$ cat src/sv/lrgd_pkg.sv
// Shared types, constants and helpers for the gradient descent trainer.
package lrgd_pkg;

    // Field and datapath widths
    localparam int X_W      = 24;
    localparam int P_W      = 32;
    localparam int SUM_W    = 64;
    localparam int MUL_W    = 33;
    localparam int PROD_W   = 66;
    localparam int CNT_W    = 16;
    localparam int LR_W     = 16;
    localparam int INV_W    = 32;
    localparam int CFG_IDX_W  = 2;
    localparam int CFG_DATA_W = 32;

    // Configuration register indexes
    localparam logic [CFG_IDX_W-1:0] REG_EPOCH_LENGTH   = 2'd0;
    localparam logic [CFG_IDX_W-1:0] REG_LEARN_RATE     = 2'd1;
    localparam logic [CFG_IDX_W-1:0] REG_INVERSE_LENGTH = 2'd2;

    // Configuration reset values
    localparam logic [CNT_W-1:0] EPOCH_LENGTH_RST   = 16'd1000;
    localparam logic [LR_W-1:0]  LEARN_RATE_RST     = 16'd655;
    localparam logic [INV_W-1:0] INVERSE_LENGTH_RST = 32'd4294967;

    // Q8.16 one, used as the bias input
    localparam logic signed [X_W-1:0] X_ONE = 24'sh010000;

    typedef enum logic [4:0] {
        ST_IDLE,
        ST_PRED,
        ST_ERR,
        ST_GRAD,
        ST_SQR,
        ST_DRAIN,
        ST_MSE_HI,
        ST_MSE_LO,
        ST_U_MAG,
        ST_U_F_HI,
        ST_U_F_LO,
        ST_U_M,
        ST_U_LR_HI,
        ST_U_LR_LO,
        ST_U_STEP,
        ST_U_APPLY,
        ST_OUT
    } state_t;

    // What the product register holds this cycle
    typedef enum logic [3:0] {
        TAG_NONE,
        TAG_PRED,
        TAG_GRAD,
        TAG_SQR,
        TAG_F_HI,
        TAG_F_LO,
        TAG_MSE_LO,
        TAG_LR_HI,
        TAG_LR_LO
    } tag_t;

    // Clamp a signed 64-bit value to signed 32 bits
    function automatic logic signed [P_W-1:0] sat32(input logic signed [SUM_W-1:0] v);
        logic signed [P_W-1:0] r;
        if (v > 64'sd2147483647) begin
            r = 32'sh7FFFFFFF;
        end else if (v < -64'sd2147483648) begin
            r = 32'sh80000000;
        end else begin
            r = v[P_W-1:0];
        end
        return r;
    endfunction

endpackage

$ cat src/sv/lrgd_mul.sv
// Shared signed multiplier with a registered product.
module lrgd_mul (
    input  logic                                  aclk,
    input  logic signed [lrgd_pkg::MUL_W-1:0]     a,
    input  logic signed [lrgd_pkg::MUL_W-1:0]     b,
    output logic signed [lrgd_pkg::PROD_W-1:0]    p
);

    localparam int PW = lrgd_pkg::PROD_W;

    logic signed [lrgd_pkg::PROD_W-1:0] p_reg;

    // Register every product
    always_ff @(posedge aclk) begin
        p_reg <= PW'(a) * PW'(b);
    end

    assign p = p_reg;

endmodule

$ cat config.mk
export PLATFORM = sky130hd
export DESIGN_NAME = lrgd_mul
export DESIGN_NICKNAME = d
export VERILOG_FILES = /design/src/sv/lrgd_pkg.sv /design/src/sv/lrgd_mul.sv
export SDC_FILE = /design/constraint.sdc
export NUM_CORES = 2
export LEC_CHECK = 0
export ABC_AREA = 1
export BUFFER_PORTS_ARGS = -buffer_cell sky130_fd_sc_hd__clkbuf_2
export CAP_MARGIN = 10
export CORE_MARGIN = 2
export CORE_UTILIZATION = 30
export CTS_CLUSTER_SIZE = 24
export DETAILED_ROUTE_END_ITERATION = 10
export HOLD_SLACK_MARGIN = 0.15
export REMOVE_ABC_BUFFERS = 1
export SKIP_LAST_GASP = 1
export SLEW_MARGIN = 20
export SYNTH_ARGS = -nofsm -noshare
export SYNTH_HDL_FRONTEND = slang
export SYNTH_SLANG_ARGS = --single-unit
$ cat constraint.sdc
create_clock -name aclk -period 10.09 [get_ports aclk]
set_input_delay 1.5135 -clock aclk [delete_from_list [all_inputs] [get_ports aclk]]
set_output_delay 1.5135 -clock aclk [all_outputs]
set_load 0.005 [all_outputs]
==> metrics.yaml <==
outcome:
  status: "completed"
sta:
  rsz0062_at_grt: "false"
  final.min_clock_period_ns: 8.93
  worstMarginPinSlew_ns: 1.12
  min_period_over_period: 0.885
  timing.setup.tns_ns: 0
  report.final.slew_viol_count: 0
  final-setup-viol-count: 0
  hold_violations: 0
  slew_headroom: 0.252
  whs_ns: 1.76
  max_freq_mhz: 112
clock_network:
  cts_hold_buf: 0
  h-tree-depth: 3
  clkTransAtPathRegs_ns: 0.08
  cts_resized: 0
  cts_root_buffer: "clkbuf_16"
  clk_path_buf_depth: 2
  cts.sinks: 66
  tritoncts: "built"
  cts_buffers: 9
  postCtsSetupBuffers: 0
global_routing:
  grt.overflow.total: 0
  antenna_found_initial: 13
  grt_pass1_wl_mm: 207
  grt_pass1_vias: 35900
  gr-usage-all-layers: 0.182
  grt_start_max_net_pins: 34
finish:
  largest_reg_flops: 66
  nNetsFinal: 6925
  drive_gt1_frac: 0.0513
  diodes: 0
  area_growth_pct: 6.86
min_path:
  min-delay-start: "b[0]"
  hold_depth: 3
  min_to: "p[0]$_DFF_P_"
  hold_path_class: "primary input to register"
routing:
  drt_iter0_drc: 2126
  dr.pass1.iters: 6
  wl_per_cell_um: 17.4
  wirelength_mm: 129
  drtAntennaViolNets: 0
  drc: 0
  vias_per_cell: 4.44
  vias: 32800
synthesis:
  synth-seq-cells: 66
  seq_area_frac_synth: 0.0306
  synth_cell_types: 35
  synth_warnings: 0
  syn_area_um2: 43200
  postSynthCellCount: 5543
  avgSynthCellArea_um2: 7.79
setup_path:
  cp_max_fo: 24
  startpoint_type: "primary input"
  cp.arrival_ns: 9.18
  critical_path_class: "primary input to register"
  required_ns: 10.35
  cpMostUsedCell: "fa_1"
  worst_setup_path_end_kind: "register"
  critPathMaxStageDelay_ns: 0.89
  crit_buf_inv: 4
  critical_path.slowest_cell: "fa_1"
  cp.depth: 21
  critical_path.top_delay_family: "adder cells"
  crit_chain: "clkbuf_2 > nand2_1 > fa_1 > fa_1 > fa_1 > inv_1 > fa_1 > fa_1 > fa_1 > fa_1 > inv_1 > fa_1 > inv_1 > ha_1 > nand2_1 > nor2_1 > nand3_1 > nor2_1 > o21ai_0 > nand4_1 > nand2_1"
die:
  dieWidth_um: 383
  die_y_um: 383
  die_area_um2: 147000
  core_area_um2: 143000
  rows: 139
  start_util: 0.301
  io_pins: 133
placed_design:
  io_buffers: 132
  place_hpwl_mm: 113
  place_congestion: 0.931
job:
  max-cap-violations: 0
[area by class of cell]
class / instances / area (um2)
repair buffers: 205 / 1250
multi-input cells: 3319 / 33800
clock buffers: 10 / 229
flip-flops and latches: 66 / 1320
clock inverters: 6 / 90.1
inverters: 1895 / 7110
fillers: 15300 / 97200
well taps: 1903 / 2380
[cell usage in the layout (no fill, tap or decap), drive strengths merged]
cell / instances
nand2: 1534
o21ai: 23
fa: 1145
nor3: 8
xor2: 37
inv: 1896
ha: 217
buf: 73
a21oi: 65
nor2: 154
a21boi: 1
clkbuf: 142
nand3b: 3
dfxtp: 66
a21o: 2
clkinv: 2
nand4: 19
o21a: 1
bufinv: 2
xnor2: 4
and2: 3
nand3: 78
o21bai: 14
nor4: 5
or2: 6
clkinvlp: 1
[per-layer routing]
metal / global-route usage / up-vias / wire length [um]
li1: - / 14900 / -
met2: 0.313 / 1037 / 62500
met3: 0.0230 / 143 / 8630
met1: 0.250 / 16800 / 55900
met5: 0 / - / 48
met4: 0.0288 / 8 / 1910
[synth_stat cells]
| cell type | number | share of area |
|---|---|---|
| a21boi_0 | 1 | 0.00017 |
| a21o_1 | 2 | 0.00035 |
| a21oi_1 | 61 | 0.0071 |
| a21oi_2 | 4 | 0.00081 |
| and2_0 | 1 | 0.00014 |
| and2_1 | 2 | 0.00029 |
| buf_1 | 1 | 0.000087 |
| clkbuf_1 | 262 | 0.023 |
| dfxtp_1 | 66 | 0.031 |
| fa_1 | 1145 | 0.53 |
| ha_1 | 217 | 0.063 |
| inv_1 | 1894 | 0.16 |
| inv_2 | 1 | 0.000087 |
| nand2_1 | 1517 | 0.13 |
| nand2_2 | 17 | 0.0025 |
| nand3_1 | 70 | 0.0081 |
| nand3_2 | 8 | 0.0019 |
| nand3b_1 | 3 | 0.00052 |
| nand4_1 | 19 | 0.0028 |
| nor2_1 | 131 | 0.011 |
| nor2_2 | 20 | 0.0029 |
| nor2_4 | 3 | 0.00078 |
| nor3_1 | 7 | 0.00081 |
| nor3_2 | 1 | 0.00023 |
| nor4_1 | 4 | 0.00058 |
| nor4_2 | 1 | 0.00029 |
| o21a_1 | 1 | 0.00017 |
| o21ai_0 | 19 | 0.0022 |
| o21ai_1 | 3 | 0.00035 |
| o21ai_2 | 1 | 0.00020 |
| o21bai_1 | 14 | 0.0024 |
| or2_1 | 1 | 0.00014 |
| or2_2 | 5 | 0.00072 |
| xnor2_1 | 4 | 0.00081 |
| xor2_1 | 37 | 0.0075 |
[worst max-delay path by stage]
| stage | slack, ns | to | start |
|---|---|---|---|
| after detailed placement | 0.81 | p[64]$_DFF_P_ | b[12] |
| after CTS | 1.22 | p[64]$_DFF_P_ | b[12] |
| after global placement | 0.87 | p[56]$_DFF_P_ | b[12] |
| final | 1.16 | p[57]$_DFF_P_ | b[12] |
| after floorplan | 2.26 | p[60]$_DFF_P_ | b[0] |
| after global routing | 0.83 | p[58]$_DFF_P_ | b[12] |
[per-stage QoR]
step | util | cell area, um2 | instances | worst slack (ns)
after global placement | 0.320 | 45800 | 7388 | 0.871
after detailed placement | 0.320 | 45800 | 7388 | 0.814
final | 0.322 | 46100 | 7404 | 1.16
after global routing | 0.322 | 46100 | 7404 | 0.831
after floorplan | - | 42200 | 5280 | 2.26
after CTS | 0.322 | 46100 | 7404 | 1.22
[tightest hold or removal path: stages]
cell      delay (ns)
clkbuf_2        0.26
nand2_1         0.26
inv_1           0.06
[cells by family after synthesis]
family | share of synthesized area
buffers and inverters | 0.188
and+or+nand+nor | 0.166
adders and majority gates | 0.594
AOI/OAI and AO/OA | 0.0138
DFF | 0.0306
xor gates and xnor gates | 0.00832
Power is left out: the tool's default activity adds up to more than one toggle a clock period on the data nets, which glitch-free logic cannot reach.
